<file path="src/char_class_range_parser_defines.svh">
`ifndef CHAR_CLASS_RANGE_PARSER_DEFINES_SVH
`define CHAR_CLASS_RANGE_PARSER_DEFINES_SVH

// Same-cycle implication, checked at every clock edge outside reset.
`define CCRP_ASSERT_NOW(label, clk, rst, ante, cons) \
  label: assert property (@(posedge clk) disable iff (rst) (ante) |-> (cons)) \
    else $error("ccrp check failed");

// Next-cycle implication, checked at every clock edge outside reset.
`define CCRP_ASSERT_NEXT(label, clk, rst, ante, cons) \
  label: assert property (@(posedge clk) disable iff (rst) (ante) |=> (cons)) \
    else $error("ccrp check failed");

`endif

</file>
<file path="src/ccrp_pkg.sv">
`timescale 1ns / 1ps

package ccrp_pkg;

  localparam int CodeW    = 21;
  localparam int HexValW  = 16;
  localparam int HexLeftW = 3;

  // Op queue between the parser and the result stage
  localparam int QueueDepth = 4;
  localparam int QueuePtrW  = $clog2(QueueDepth);
  localparam int QueueCntW  = $clog2(QueueDepth + 1);

  localparam logic [CodeW-1:0] CODE_ALL_ONES = {CodeW{1'b1}};
  localparam logic [CodeW-1:0] CODE_NONE     = '0;

  // Characters with a meaning inside a class body
  localparam logic [CodeW-1:0] CH_CARET   = 21'h5E;
  localparam logic [CodeW-1:0] CH_DASH    = 21'h2D;
  localparam logic [CodeW-1:0] CH_BSLASH  = 21'h5C;
  localparam logic [CodeW-1:0] CH_LOWER_U = 21'h75;
  localparam logic [CodeW-1:0] CH_LOWER_X = 21'h78;
  localparam logic [CodeW-1:0] CH_LOWER_N = 21'h6E;
  localparam logic [CodeW-1:0] CH_LOWER_T = 21'h74;
  localparam logic [CodeW-1:0] CH_LOWER_R = 21'h72;
  localparam logic [CodeW-1:0] CH_LOWER_F = 21'h66;
  localparam logic [CodeW-1:0] CH_LOWER_V = 21'h76;

  // Control codes for the letter escapes
  localparam logic [CodeW-1:0] CODE_LF = 21'd10;
  localparam logic [CodeW-1:0] CODE_HT = 21'd9;
  localparam logic [CodeW-1:0] CODE_CR = 21'd13;
  localparam logic [CodeW-1:0] CODE_FF = 21'd12;
  localparam logic [CodeW-1:0] CODE_VT = 21'd11;

  localparam logic [HexLeftW-1:0] HEX_LEFT_U = 3'd4;
  localparam logic [HexLeftW-1:0] HEX_LEFT_X = 3'd2;

  // Action codes of an input word
  localparam logic ACT_CHAR = 1'b0;
  localparam logic ACT_END  = 1'b1;

  typedef enum logic [2:0] {
    ESC_NONE   = 3'b001,
    ESC_LETTER = 3'b010,
    ESC_HEX    = 3'b100
  } esc_state_t;

  // One queued op: a range, a terminator, or a flush followed by a terminator
  typedef struct packed {
    logic             has_range;
    logic             has_term;
    logic             negated;
    logic [CodeW-1:0] lo;
    logic [CodeW-1:0] hi;
  } op_t;

  // Returns {bad, digit}; bad is set for anything that is not a hex digit
  function automatic logic [4:0] hex_digit(input logic [CodeW-1:0] c);
    logic [CodeW-1:0] t;
    logic [4:0]       r;
    r = 5'b10000;
    if (c >= 21'h30 && c <= 21'h39) begin
      t = c - 21'h30;
      r = {1'b0, t[3:0]};
    end else if (c >= 21'h61 && c <= 21'h66) begin
      t = c - 21'h57;
      r = {1'b0, t[3:0]};
    end else if (c >= 21'h41 && c <= 21'h46) begin
      t = c - 21'h37;
      r = {1'b0, t[3:0]};
    end
    return r;
  endfunction

endpackage

</file>
<file path="src/ccrp_front.sv">
`timescale 1ns / 1ps
`include "char_class_range_parser_defines.svh"

module ccrp_front (
  input  logic                      clk,
  input  logic                      rst,
  input  logic                      in_valid,
  input  logic                      action,
  input  logic [ccrp_pkg::CodeW-1:0] char_code,
  output logic                      op_valid,
  output ccrp_pkg::op_t             op
);
  import ccrp_pkg::*;

  logic                at_start, at_start_next;
  logic                negate_flag, negate_flag_next;
  logic [CodeW-1:0]    pending_char, pending_char_next;
  logic                joiner_seen, joiner_seen_next;
  esc_state_t          escape_mode, escape_mode_next;
  logic [HexLeftW-1:0] hex_left, hex_left_next;
  logic [HexValW-1:0]  hex_value, hex_value_next;
  logic                hex_bad, hex_bad_next;

  logic             take;
  logic [CodeW-1:0] take_val;
  logic             emit;
  logic [4:0]       dig;

  assign dig = hex_digit(char_code);

  // Classify the word, then run finished characters through pending/joiner
  always_comb begin
    at_start_next     = at_start;
    negate_flag_next  = negate_flag;
    pending_char_next = pending_char;
    joiner_seen_next  = joiner_seen;
    escape_mode_next  = escape_mode;
    hex_left_next     = hex_left;
    hex_value_next    = hex_value;
    hex_bad_next      = hex_bad;
    take              = 1'b0;
    take_val          = char_code;
    emit              = 1'b0;
    op.has_range      = 1'b0;
    op.has_term       = 1'b0;
    op.negated        = negate_flag;
    op.lo             = pending_char;
    op.hi             = pending_char;

    if (action == ACT_END) begin
      // flush, terminate, back to reset state
      emit              = 1'b1;
      op.has_range      = (pending_char != CODE_NONE);
      op.has_term       = 1'b1;
      at_start_next     = 1'b1;
      negate_flag_next  = 1'b0;
      pending_char_next = CODE_NONE;
      joiner_seen_next  = 1'b0;
      escape_mode_next  = ESC_NONE;
      hex_left_next     = '0;
      hex_value_next    = '0;
      hex_bad_next      = 1'b0;
    end else begin
      unique case (escape_mode)
        ESC_LETTER: begin
          escape_mode_next = ESC_NONE;
          if (char_code == CH_LOWER_U || char_code == CH_LOWER_X) begin
            escape_mode_next = ESC_HEX;
            hex_left_next    = (char_code == CH_LOWER_U) ? HEX_LEFT_U : HEX_LEFT_X;
            hex_value_next   = '0;
            hex_bad_next     = 1'b0;
          end else begin
            take = 1'b1;
            unique case (char_code)
              CH_LOWER_N: take_val = CODE_LF;
              CH_LOWER_T: take_val = CODE_HT;
              CH_LOWER_R: take_val = CODE_CR;
              CH_LOWER_F: take_val = CODE_FF;
              CH_LOWER_V: take_val = CODE_VT;
              default:    take_val = char_code;
            endcase
          end
        end
        ESC_HEX: begin
          hex_bad_next  = hex_bad | dig[4];
          if (!dig[4]) hex_value_next = {hex_value[HexValW-5:0], dig[3:0]};
          hex_left_next = hex_left - 1'b1;
          if (hex_left_next == '0) begin
            escape_mode_next = ESC_NONE;
            take             = 1'b1;
            take_val         = hex_bad_next ? CODE_ALL_ONES
                                            : {{(CodeW-HexValW){1'b0}}, hex_value_next};
          end
        end
        default: begin
          at_start_next = 1'b0;
          if (at_start && char_code == CH_CARET) begin
            negate_flag_next = 1'b1;
          end else if (char_code == CH_DASH) begin
            joiner_seen_next = 1'b1;
          end else if (char_code == CH_BSLASH) begin
            escape_mode_next = ESC_LETTER;
          end else begin
            take = 1'b1;
          end
        end
      endcase

      // pending/joiner logic
      if (take) begin
        if (joiner_seen) begin
          emit              = 1'b1;
          op.has_range      = 1'b1;
          op.hi             = take_val;
          pending_char_next = CODE_NONE;
          joiner_seen_next  = 1'b0;
        end else begin
          if (pending_char != CODE_NONE) begin
            emit         = 1'b1;
            op.has_range = 1'b1;
          end
          pending_char_next = take_val;
        end
      end
    end
  end

  assign op_valid = in_valid && emit;

  // State registers
  always_ff @(posedge clk) begin
    if (rst) begin
      at_start     <= 1'b1;
      negate_flag  <= 1'b0;
      pending_char <= CODE_NONE;
      joiner_seen  <= 1'b0;
      escape_mode  <= ESC_NONE;
      hex_left     <= '0;
      hex_value    <= '0;
      hex_bad      <= 1'b0;
    end else if (in_valid) begin
      at_start     <= at_start_next;
      negate_flag  <= negate_flag_next;
      pending_char <= pending_char_next;
      joiner_seen  <= joiner_seen_next;
      escape_mode  <= escape_mode_next;
      hex_left     <= hex_left_next;
      hex_value    <= hex_value_next;
      hex_bad      <= hex_bad_next;
    end
  end

  // An end word always leaves the parser at the start of a new class
  `CCRP_ASSERT_NEXT(a_end_restarts, clk, rst, in_valid && action == ACT_END,
                    at_start && escape_mode == ESC_NONE && pending_char == CODE_NONE)
  // Hex digit counter runs only while collecting hex
  `CCRP_ASSERT_NOW(a_hex_left_mode, clk, rst, hex_left != '0, escape_mode == ESC_HEX)

endmodule

</file>
<file path="src/ccrp_queue.sv">
`timescale 1ns / 1ps
`include "char_class_range_parser_defines.svh"

module ccrp_queue (
  input  logic          clk,
  input  logic          rst,
  input  logic          push,
  input  ccrp_pkg::op_t wdata,
  input  logic          pop,
  output ccrp_pkg::op_t rdata,
  output logic          full,
  output logic          empty
);
  import ccrp_pkg::*;

  op_t                  mem [QueueDepth];
  logic [QueuePtrW-1:0] wr_ptr;
  logic [QueuePtrW-1:0] rd_ptr;
  logic [QueueCntW-1:0] count;

  assign full  = (count == QueueCntW'(QueueDepth));
  assign empty = (count == '0);
  assign rdata = mem[rd_ptr];

  // Entry storage
  always_ff @(posedge clk) begin
    if (push) mem[wr_ptr] <= wdata;
  end

  // Pointers and fill count
  always_ff @(posedge clk) begin
    if (rst) begin
      wr_ptr <= '0;
      rd_ptr <= '0;
      count  <= '0;
    end else begin
      if (push) begin
        wr_ptr <= (wr_ptr == QueuePtrW'(QueueDepth - 1)) ? '0 : wr_ptr + 1'b1;
      end
      if (pop) begin
        rd_ptr <= (rd_ptr == QueuePtrW'(QueueDepth - 1)) ? '0 : rd_ptr + 1'b1;
      end
      unique case ({push, pop})
        2'b10:   count <= count + 1'b1;
        2'b01:   count <= count - 1'b1;
        default: count <= count;
      endcase
    end
  end

  `CCRP_ASSERT_NOW(a_no_overflow, clk, rst, push, !full)
  `CCRP_ASSERT_NOW(a_no_underflow, clk, rst, pop, !empty)

endmodule

</file>
<file path="src/ccrp_back.sv">
`timescale 1ns / 1ps
`include "char_class_range_parser_defines.svh"

module ccrp_back (
  input  logic                       clk,
  input  logic                       rst,
  input  logic                       op_valid,
  input  ccrp_pkg::op_t              op,
  output logic                       op_take,
  input  logic                       pop,
  output logic                       empty,
  output logic [ccrp_pkg::CodeW-1:0] range_low,
  output logic [ccrp_pkg::CodeW-1:0] range_high,
  output logic                       negated,
  output logic                       is_terminator,
  output logic                       last_of_run
);
  import ccrp_pkg::*;

  logic out_valid;
  logic phase;       // range part of the head op already sent
  logic pop_ok;
  logic load;
  logic part_range;

  assign pop_ok     = pop && out_valid;
  assign load       = op_valid && (!out_valid || pop_ok);
  assign part_range = op.has_range && !phase;
  assign op_take    = load && !(part_range && op.has_term);
  assign empty      = !out_valid;

  // Output register control
  always_ff @(posedge clk) begin
    if (rst) begin
      out_valid <= 1'b0;
      phase     <= 1'b0;
    end else begin
      if (load) begin
        out_valid <= 1'b1;
        phase     <= part_range && op.has_term;
      end else if (pop_ok) begin
        out_valid <= 1'b0;
      end
    end
  end

  // Output word
  always_ff @(posedge clk) begin
    if (load) begin
      negated <= op.negated;
      if (part_range) begin
        range_low     <= op.lo;
        range_high    <= op.hi;
        is_terminator <= 1'b0;
        last_of_run   <= !op.has_term;
      end else begin
        range_low     <= CODE_NONE;
        range_high    <= CODE_NONE;
        is_terminator <= 1'b1;
        last_of_run   <= 1'b1;
      end
    end
  end

  // Half-sent op must still be at the head of the queue
  `CCRP_ASSERT_NOW(a_phase_holds_op, clk, rst, phase, op_valid && op.has_term)
  // Every queued op carries something to send
  `CCRP_ASSERT_NOW(a_op_nonempty, clk, rst, op_valid, op.has_range || op.has_term)

endmodule

</file>
<file path="src/char_class_range_parser.sv">
`timescale 1ns / 1ps
// Channel   Direction  Handshake          Word
// -------   ---------  -----------------  ---------------------------------------------
// input     in         push / full        action, char_code
// result    out        empty / pop        range_low, range_high, negated,
//                                         is_terminator, last_of_run
//
// Flow: one input word per cycle while full is low. A result word passes through the op
// queue and then the output register before it reaches the ports.
// An end word with a pending character yields two result words; the single output
// register sends them one after the other on the result side.
// A 4-entry op queue sits between the parser and the output register, so full
// rises only when four ops wait; then the parser stalls.
// Reset (rst, synchronous) empties the queue and returns the parser to class start.

module char_class_range_parser (
  input  logic                       clk,
  input  logic                       rst,
  input  logic                       push,
  output logic                       full,
  input  logic                       action,
  input  logic [ccrp_pkg::CodeW-1:0] char_code,
  output logic                       empty,
  input  logic                       pop,
  output logic [ccrp_pkg::CodeW-1:0] range_low,
  output logic [ccrp_pkg::CodeW-1:0] range_high,
  output logic                       negated,
  output logic                       is_terminator,
  output logic                       last_of_run
);
  import ccrp_pkg::*;

  logic in_valid;
  logic q_push;
  op_t  q_wdata;
  op_t  q_rdata;
  logic q_empty;
  logic q_pop;

  assign in_valid = push && !full;

  ccrp_front u_front (
    .clk       (clk),
    .rst       (rst),
    .in_valid  (in_valid),
    .action    (action),
    .char_code (char_code),
    .op_valid  (q_push),
    .op        (q_wdata)
  );

  ccrp_queue u_queue (
    .clk   (clk),
    .rst   (rst),
    .push  (q_push),
    .wdata (q_wdata),
    .pop   (q_pop),
    .rdata (q_rdata),
    .full  (full),
    .empty (q_empty)
  );

  ccrp_back u_back (
    .clk           (clk),
    .rst           (rst),
    .op_valid      (!q_empty),
    .op            (q_rdata),
    .op_take       (q_pop),
    .pop           (pop),
    .empty         (empty),
    .range_low     (range_low),
    .range_high    (range_high),
    .negated       (negated),
    .is_terminator (is_terminator),
    .last_of_run   (last_of_run)
  );

endmodule
</file>
<file path="config.mk">
export PLATFORM = sky130hd
export DESIGN_NAME = char_class_range_parser
export DESIGN_NICKNAME = d
export VERILOG_FILES = /design/src/ccrp_pkg.sv /design/src/ccrp_front.sv /design/src/ccrp_queue.sv /design/src/ccrp_back.sv /design/src/char_class_range_parser.sv
export VERILOG_INCLUDE_DIRS = /design/src /design/src/src
export SDC_FILE = /design/constraint.sdc
export NUM_CORES = 1
export LEC_CHECK = 0
export ABC_AREA = 1
export BUFFER_PORTS_ARGS = -buffer_cell sky130_fd_sc_hd__buf_2
export CAP_MARGIN = 10
export CORE_ASPECT_RATIO = 0.8
export CORE_UTILIZATION = 55
export DETAILED_ROUTE_END_ITERATION = 10
export GPL_TIMING_DRIVEN = 0
export PLACE_DENSITY = 0.76
export SYNTH_ARGS = -nofsm -noshare
export SYNTH_HDL_FRONTEND = slang
export SYNTH_HIERARCHICAL = 1
export SYNTH_SLANG_ARGS = --single-unit
export TNS_END_PERCENT = 1
</file>
<file path="constraint.sdc">
create_clock -name clk -period 3.3 [get_ports clk]
set_input_delay 0.33 -clock clk [delete_from_list [all_inputs] [get_ports clk]]
set_output_delay 0.33 -clock clk [all_outputs]
set_load 0.02 [all_outputs]
</file>
# ---- Word-level counts from Yosys, hierarchy flattened
# Memories as Yosys holds them, arrays and structs flattened. A register that Yosys moved wholly into a read port is not among the register bits.
# Cells that the tools add are included.
# Widths: inputs -> output; s select.
dict set report word_totals {
  mem_bits_rw 180
  ff_bits 101
  out_inout_bits 47
  mem_count 1
  input_bits 26
  word_cells 156
}
dict set report classes {
  mux 66
  eq_ne 22
  reduce_logical 34
  n_addsub 8
  n_bitwise 1
  n_lt_le_gt_ge 6
}
# name words word_bits read_ports rd_clocked_by_memory_dff write_ports line_no
set memory_table {}
lappend memory_table {u_queue.mem 4 45 1 1 1 ccrp_queue.sv:16} ;# op_t mem [QueueDepth];
# cell n
set op_table {}
lappend op_table {{$eq 21x7->1 const B} 9}
lappend op_table {{$mux 21} 9}
lappend op_table {{$pmux 21 s5} 1}
lappend op_table {{$mux 16} 3}
lappend op_table {{$ge 21x7->1 const B} 2}
lappend op_table {{$le 21x7->1 const B} 2}
lappend op_table {{$pmux 21 s2} 1}
lappend op_table {{$pmux 16 s2} 1}
lappend op_table {{$mux 1} 30}
lappend op_table {{$mux 3} 9}
lappend op_table {{$eq 21x6->1 const B} 1}
lappend op_table {{$ge 21x6->1 const B} 1}
lappend op_table {{$le 21x6->1 const B} 1}
lappend op_table {{$reduce_bool 21->1} 1}
lappend op_table {{$pmux 3 s2} 3}
lappend op_table {{$mux 5} 3}
lappend op_table {{$logic_and 1x1->1} 11}
lappend op_table {{$mux 2} 4}
lappend op_table {{$ne 4x4->1 const B} 2}
lappend op_table {{$reduce_bool 2->1} 4}
lappend op_table {{$sub 4x3->4 const B} 2}
lappend op_table {{$eq 2x2->1 const B} 3}
lappend op_table {{$eq 3x3->1 const B} 2}
lappend op_table {{$logic_not 1->1} 6}
lappend op_table {{other kinds (18)} 26}

# ---- Longest topological paths before layout
# Gate-level depths: netlist of run 1.
dict set report logic_depth {
  depth_word 12
  depth_mapped 22
  depth_no_buf 21
}

# ---- Hierarchy
# Netlist of run 1, hierarchy kept.
# mod seq_area_each_um2 cells_per_inst instances area_each_um2
set by_module_without_submodules {}
lappend by_module_without_submodules {ccrp_queue 5585.4 495 1 7155.6}
lappend by_module_without_submodules {ccrp_front 940.9 630 1 3986.3}
lappend by_module_without_submodules {ccrp_back 1391.3 151 1 1833.0}
lappend by_module_without_submodules {char_class_range_parser 0.0 3 1 13.8}

# ---- Least setup slack after synthesis of run 1
# No wires, ideal clock.
dict set report synth_timing {
  path_kind {input -> register}
  from {input char_code[0] in the netlist's numbering}
  to {memory u_queue/mem[0][0] in the netlist's numbering, enable pin}
  arrival_ns 2.707
  slack_ns 0.193
  t_required_ns 2.901
  path_buffers 1
  cell_stages 13
  setup_time_ns 0.399
  cell_sequence {inv_1 ha_1 nand2_1 nor3_4 o21ai_4 and2_4 nor2_4 nand3_4 nand2_8 buf_12 nor2_1 nand2_1 inv_1}
}
dict set report synth_between {
  elab_chain_len 11
  word_cells_on_any_way 18
  cone_classes {eq/ne (5); mux (10); reduce/logical (3)}
}
# item line_no
set synth_lines {}
lappend synth_lines {{from (decl)} char_class_range_parser.sv:22} ;# input logic [ccrp_pkg::CodeW-1:0] char_code,
lappend synth_lines {{$eq 21x7->1} ccrp_front.sv:101} ;# end else if (char_code == CH_BSLASH) begin
lappend synth_lines {{$mux 1} ccrp_front.sv:101}
lappend synth_lines {{$mux 1} ccrp_front.sv:99} ;# end else if (char_code == CH_DASH) begin
lappend synth_lines {{$mux 1} ccrp_front.sv:97} ;# if (at_start && char_code == CH_CARET) begin
lappend synth_lines {{$pmux 1 s2 (*)} ccrp_front.sv:64} ;# unique case (escape_mode)
lappend synth_lines {{$mux 1 (*)} ccrp_front.sv:50} ;# if (action == ACT_END) begin
lappend synth_lines {{$mux 1 (*)} ccrp_front.sv:110} ;# if (take) begin
lappend synth_lines {{$mux 1 (*)} ccrp_front.sv:50}
lappend synth_lines {{$logic_and 1x1->1 (*)} ccrp_front.sv:128} ;# assign op_valid = in_valid && emit;
lappend synth_lines {{via q_push} char_class_range_parser.sv:34} ;# logic q_push;
lappend synth_lines {{$mux 1 (*)} ccrp_queue.sv:27} ;# if (push) mem[wr_ptr] <= wdata;
lappend synth_lines {{$mux 1 (implied by the code) (*)} ccrp_queue.sv:27}
lappend synth_lines {{to (decl)} ccrp_queue.sv:16}
# Mark *: on every way through the listed nets, which the timed path passes. The rest lies on a longest branch. The select of a mux whose other input is x is not followed.

# ---- Worst setup path after layout of run 1
dict set report layout_timing {
  from {register u_front.escape_mode[1]}
  to {register u_queue.count[2]}
}
dict set report layout_between {
  elab_chain_len 8
  word_cells_on_any_way 11
  cone_classes {eq/ne (4); mux (5); reduce/logical (2)}
}
# item line_no
set layout_lines {}
lappend layout_lines {{from (decl)} ccrp_front.sv:19} ;# esc_state_t escape_mode, escape_mode_next;
lappend layout_lines {{from (signal assigned)} ccrp_front.sv:146} ;# escape_mode <= escape_mode_next;
lappend layout_lines {{$eq 3x3->1 or $eq 3x2->1 (tied branches)} ccrp_front.sv:64}
lappend layout_lines {{$pmux 1 s2 (*)} ccrp_front.sv:64}
lappend layout_lines {{$mux 1 (*)} ccrp_front.sv:50}
lappend layout_lines {{$mux 1 (*)} ccrp_front.sv:110}
lappend layout_lines {{$mux 1 (*)} ccrp_front.sv:50}
lappend layout_lines {{$logic_and 1x1->1 (*)} ccrp_front.sv:128}
lappend layout_lines {{via q_push} char_class_range_parser.sv:34}
lappend layout_lines {{$eq 2x1->1 or $eq 2x2->1 (tied branches)} ccrp_queue.sv:43} ;# unique case ({push, pop})
lappend layout_lines {{$pmux 3 s2 or $reduce_bool 2->1 (tied branches)} n/a}
lappend layout_lines {{to (signal assigned)} ccrp_queue.sv:44} ;# 2'b10: count <= count + 1'b1;
lappend layout_lines {{to (signal assigned)} ccrp_queue.sv:45} ;# 2'b01: count <= count - 1'b1;
lappend layout_lines {{to (signal assigned)} ccrp_queue.sv:46} ;# default: count <= count;
lappend layout_lines {{to (decl)} ccrp_queue.sv:19} ;# logic [QueueCntW-1:0] count;
# Marked as above.
# A chain may end at the register's enable or synchronous reset.

==> impl_metrics.ini, run 1 <==
[place]
place_ws_ps = -198
port_buffers = 69
placed_cells = 1658
place.gp.congestion = 0.942
post_dp_cell_area_sq_um = 13800
hpwl_microns = 21200

[worst_setup_path]
cp-start-kind = flop
end_kind = flop
max_stage_delay_ps = 390
path_class = reg -> reg
slowest_stage = fa_1
cp_data_required_time_ps = 3800
cp_max_fo = 10
crit_top_cell = inv_1
arrival_ps = 3520
crit_chain = inv_1 -> nor3_2 -> nor2_1 -> inv_1 -> nor2_1 -> nand2_1 -> nand3_4 -> nand2_8 -> buf_12 -> nor2_1 -> inv_1 -> ha_1 -> inv_1 -> fa_1 -> nand2_1 -> nand3_1 -> nand2_1 -> inv_1 -> nor2_1

[yosys]
syn_avg_cell_area_sq_um = 10.2
synth_common_cells = 228 x nand2_1, 225 x edfxtp_1, 172 x nor2_1
synth_seq_cells = 283
synth_most_common_cell = nand2_1
synth_area_sq_um = 13000
syn-num-nets = 1318
syn_inst = 1279
synth_area_leaders = edfxtp_1 52%, dfxtp_1 8.9%, nand2_1 6.6%, nor2_1 5.0%, o21ai_1 3.6%
synth-main-ff-cell = edfxtp_1
ys_async_sr_fraction_pct = 0
synth_edf_count = 225
ys_types = 47
yosysTopAreaCell = edfxtp_1
yosysWarnings = 6
synth_top_area_share_pct = 52.0
seq_area_frac_synth_pct = 61.0

[sta]
maxSlewViolCount = 0
worst_pin_slew_ps = 908
finalSetupViolations = 0
fin_worst_skew_ps = 24.2
hold_viol = 0
max_slew_margin_pct = 39.5
fin_ws_ps = 282
period_needed_ps = 3020
rsz0062_at_grt = no
layout_worst_path_cycle_share_pct = 91.5
fmax_mhz = 331

[layout]
diodes = 0
seqCellArea_sq_um = 7920
fin_nets = 1422
fin_area_sq_um = 14900
drive_gt1_share_pct = 20.0
fin_util_pct = 65.2
nFillCells = 1780
stdcell_count = 1711
synthToLayoutAreaGrowth_pct = 14.5
multi_input_area_sq_um = 4090

[routing]
drt_pass1_iterations = 7
ant_nets = 0
drtIter0Drc = 950
route.detailed.drc = 0
avgViaCountPerCell = 5.57
wl_microns = 30800
num_vias = 9529
detail_route.wl_per_cell_microns = 18.0

[global_routing]
grt_max_degree = 46
grt_pass1_vias = 8981
antenna_found_initial = 0
overflow = 0
grt_usage_pct = 25.5
grt_pass1_wl_microns = 48100

[power_and_ir_drop]
p_sw_share_pct = 31.8
p_int_mw = 7.85
p_switching_mw = 3.66
cellPowerDensity_nw_per_um2 = 774
p_clk_share_pct = 31.1
leakage_nw = 5.86
seqPwrFrac_pct = 42.1
combPwrFrac_pct = 26.8
vdd_drop_max_v = 0.000378
power_mw = 11.5

[clocking]
ctsHoldBuffers = 0
insertion_delay_ps = 560
cts_tree = done
clockBufferDepth = 3
clkSinkCount = 283
cts_buffers = 28
cts_root_buffer = clkbuf_16
htree_levels = 1
clk_pin_slew_worst_paths_ps = 60

[floorplan]
initial_utilization_pct = 57.0
rows = 49
die_w_microns = 174
dieArea_sq_um = 24200
die_y_microns = 139
fp.coreArea_sq_um = 22800
ios = 73

[job]
maxCapViolCount = 0

[run_status]
status = complete, no violations

[worst_hold_path]
min-delay-path-class = in -> reg
==> worst paths after layout <==
path,startpoint,endpoint,slack (ps),cells after the start
setup / recovery,u_front/escape_mode[1]$_SDFFE_PP0P_,u_queue/count[2]$_SDFFE_PP0P_,280,19
hold / removal,rst,u_back/out_valid$_SDFFE_PP0P_,20,2
setup reg to reg,u_front/escape_mode[1]$_SDFFE_PP0P_,u_queue/count[2]$_SDFFE_PP0P_,280,19
hold reg to reg,u_front/hex_value[0]$_SDFFE_PP0P_,u_front/hex_value[0]$_SDFFE_PP0P_,460,2
==> power by group through the flow <==
| stage | clock, mW | sequential [mW] | combinational (mW) |
|---|---|---|---|
| finish | 3.59 | 4.85 | 3.08 |
| floorplan | 0 | 5.29 | 1.72 |
| global placement | 0 | 4.92 | 2.94 |
| CTS | 3.62 | 4.85 | 3.08 |
| global route | 3.76 | 4.90 | 3.37 |
| detailed placement | 0 | 4.92 | 3.04 |
==> final cells by class <==
| class | count | share of cell area (%) |
|---|---|---|
| buffer | 64 | 3.32 |
| clock buffer | 36 | 5.25 |
| clock inverter | 16 | 1.97 |
| inverter | 128 | 3.31 |
| multi-input combinational | 804 | 27.5 |
| sequential | 283 | 53.2 |
| tap | 306 | 2.57 |
| timing repair buffer | 74 | 2.91 |
==> placed cells by master (no fill, tap or decap), types with 8 or more instances in the layout <==
cell type and instances:
a21oi_2 20, o21ai_2 10, inv_2 12, nor2_1 172, o21ai_1 94, buf_6 20, nand3_1 61, clkbuf_1 14
o21ai_0 24, buf_2 87, nor3_1 8, ha_1 12, buf_4 14, clkbuf_16 28, edfxtp_1 225, a21oi_1 46
nand2_1 228, nand2_2 30, o22ai_1 45, inv_1 113, dfxtp_1 58
==> critical path: cells and delay by family (launching register included) <==
| kind | cells | cell delay [ps] |
|---|---|---|
| adder cells (fa/ha/maj) | 2 | 580 |
| buffers and inverters | 6 | 640 |
| flip-flops | 1 | 370 |
| AND/OR/NAND/NOR | 11 | 1350 |
==> per-layer routing <==
layer / global-route usage, % / wire length, microns / vias up
met4: 8.17 / 789 / 0
li1: - / - / 4544
met1: 35.4 / 13100 / 4462
met5: 0 / 0 / -
met2: 40.4 / 14100 / 457
met3: 5.33 / 2850 / 66
==> stage by stage <==
| step | setup TNS (ps) | hold slack (ps) |
|---|---|---|
| 2_1_floorplan | 0 | 399 |
| 4_1_cts | 0 | 11.9 |
| 3_5_place_dp | -13670 | 452 |
| 5_1_grt | 0 | 14.7 |
| 3_3_place_gp | -170230 | 453 |
| 6_report | 0 | 17.7 |
==> flip-flops by register name, indices dropped and copies added, names as in the netlist, 2 cells and up, named ones only <==
register	count
u_front/pending_char	21
u_front/hex_left	3
u_front/escape_mode	3
u_queue/rd_ptr	2
u_queue/wr_ptr	2
u_queue/count	3
u_front/hex_value	16
u_back/range_high	21
u_queue/mem	180
u_back/range_low	21
==> cells by family after synthesis <==
kind of cell	count (synthesis)	synth area share [%]
buffers and inverters	192	7.59
DFF	283	61.0
AOI/OAI and AO/OA	249	11.1
xor gates and xnor gates	1	0.0674
and+or+nand+nor	541	18.9
adders and majority gates	13	1.31
==> timing repair <==
action,in CTS,in global routing
gates resized for setup,0,0
setup buffers,0,1
endpoints found under the setup margin,0,69
Power figures use the tool's default switching activity.
==> inputs of run 2 (changes only) <==
Settings changed: REMOVE_ABC_BUFFERS from default to 1.
==> run 2 against run 1 <==
Net effect: clock power down 15%; critical path depth down 8; sequential power up 0.8%; final area down 3.0%; worst setup slack worse by 54 ps; global-route usage down 1.4 points; first-iteration DRC count up 20%; wire length down 4.6%; sequential share of layout area up 1.7 points; final cell count down 3.1%.
==> impl_metrics.ini, run 2 (synthesis results as in run 1) <==
[run_status]
status = complete, no violations

[floorplan]
dieArea_sq_um = 24200
die_w_microns = 174
die_y_microns = 139
rows = 49
initial_utilization_pct = 57.0
ios = 73
fp.coreArea_sq_um = 22800

[global_routing]
grtUsageMet2_pct = 38.9
grt_use_met1_pct = 33.9
overflow = 0
grt_max_degree = 91
antenna_found_initial = 0
grt_pass1_wl_microns = 46000
grt_usage_pct = 24.1
grt.busiest_layer = met2
grt_pass1_vias = 8748
grt_util_met3_pct = 3.39

[clocking]
clk_pin_slew_worst_paths_ps = 60
htree_levels = 1
cts_root_buffer = clkbuf_16
clkSinkCount = 283
clockBufferDepth = 3
insertion_delay_ps = 560
cts_tree = done
cts_buffers = 28

[worst_setup_path]
arrival_ps = 3470
cp-start-kind = flop
cp_data_required_time_ps = 3690
crit_top_cell = nand2_1
end_kind = flop
crit_chain = nor3_4 -> buf_8 -> nor2_4 -> inv_1 -> nor2_1 -> nand2_1 -> nand2_1 -> nand3_2 -> inv_2 -> nand2_1 -> nand2_1
slowest_stage = inv_2
path_buf_inv = 3
cp_max_fo = 31
path_class = reg -> reg
cp_top_family = simple AND/OR/NAND/NOR gates
max_stage_delay_ps = 690

[sta]
maxSlewViolCount = 0
period_needed_ps = 3070
worst_pin_slew_ps = 1230
hold_viol = 0
fin_ws_ps = 227
hold_ws_ps = 64.7
max_slew_margin_pct = 18.3
fin_worst_skew_ps = 30.1
fmax_mhz = 325
finalSetupViolations = 0
rsz0062_at_grt = no
layout_worst_path_cycle_share_pct = 93.1

[power_and_ir_drop]
leakage_nw = 5.59
p_sw_share_pct = 32.9
p_switching_mw = 3.56
p_int_mw = 7.27
p_clk_share_pct = 28.3
combPwrFrac_pct = 26.5
cellPowerDensity_nw_per_um2 = 750
vdd_drop_max_v = 0.000594
power_mw = 10.8
seqPwrFrac_pct = 45.2

[layout]
drive_gt1_share_pct = 17.5
stdcell_count = 1658
final_common_cell = nand2_1
synthToLayoutAreaGrowth_pct = 11.1
fin_nets = 1370
regMostFlops = u_queue/mem
layout_common_cells = 227 x nand2_1, 225 x edfxtp_1, 170 x nor2_1
diodes = 0
largest_reg_flops = 180

[place]
placed_cells = 1601
hpwl_microns = 17800
place.gp.congestion = 0.910
place_ws_ps = -529
port_buffers = 72

[routing]
num_vias = 9391
wl_microns = 29400
drt_pass1_iterations = 5
detail_route.wl_per_cell_microns = 17.7
avgViaCountPerCell = 5.66
route.detailed.drc = 0
drtIter0Drc = 1137
ant_nets = 0

[job]
maxCapViolCount = 0

[worst_hold_path]
min-delay-path-class = in -> reg
==> run 2: worst paths after layout <==
| check | slack, ps | start | cells past startpoint | to |
|---|---|---|---|---|
| hold / removal | 60 | pop | 4 | u_back/out_valid$_SDFFE_PP0P_ |
| setup reg to reg | 230 | u_front/escape_mode[0]$_SDFFE_PP1P_ | 11 | u_queue/mem[2][15]$_DFFE_PP_ |
| hold reg to reg | 470 | u_front/hex_value[0]$_SDFFE_PP0P_ | 2 | u_front/hex_value[0]$_SDFFE_PP0P_ |
| setup / recovery | 230 | u_front/escape_mode[0]$_SDFFE_PP1P_ | 11 | u_queue/mem[2][15]$_DFFE_PP_ |
==> run 2: cell type report <==
| cell class | instances | area [sq um] |
|---|---|---|
| clock buffer | 37 | 744 |
| tap | 306 | 383 |
| timing repair buffer | 85 | 593 |
| multi-input combinational | 805 | 4130 |
| fill | 1797 | 8370 |
| inverter | 128 | 514 |
| sequential | 283 | 7930 |
| clock inverter | 14 | 148 |
==> run 2: power groups by stage <==
stage          clock, mW  combinational [mW]  sequential, mW
2_1_floorplan          0                1.39            5.38
3_3_place_gp           0                2.57            5.08
3_5_place_dp           0                2.79            4.99
4_1_cts             3.11                2.83            4.92
5_1_grt             3.26                3.16            4.95
6_report            3.06                2.87            4.89
==> run 2: worst register-to-register path, delay by kind of cell, from the launching register on <==
| kind | cells | cell delay [ps] |
|---|---|---|
| buf+inv | 3 | 1040 |
| flops | 1 | 440 |
| simple gates | 8 | 1470 |
==> run 2: what timing repair did <==
item                                    CTS  global route
cloned                                    1             0
hold buffers                              0             0
gates resized for setup                  10             5
setup buffers                             4             1
pin swaps                                 2             0
hold endpoints to repair                  0             0
endpoints found under the setup margin  267           171
==> run 2: routing by layer <==
| metal | up-vias | part of all wire (%) | routed length (microns) |
|---|---|---|---|
| met1 | 4521 | 44 | 12800 |
| met3 | 54 | 7.3 | 2150 |
| met5 | - | 0 | 0 |
| li1 | 4443 | - | - |
| met4 | 0 | 2.5 | 745 |
| met2 | 373 | 47 | 13700 |
==> run 2: through the flow <==
step                      setup TNS [ps]  util, %  instance area, sq um
after floorplan                   -45280        -                 12500
after global placement           -525310     58.0                 13200
after detailed placement          -78840     58.8                 13400
after CTS                              0     63.1                 14400
after global routing                   0     63.3                 14400
final                                  0     63.3                 14400
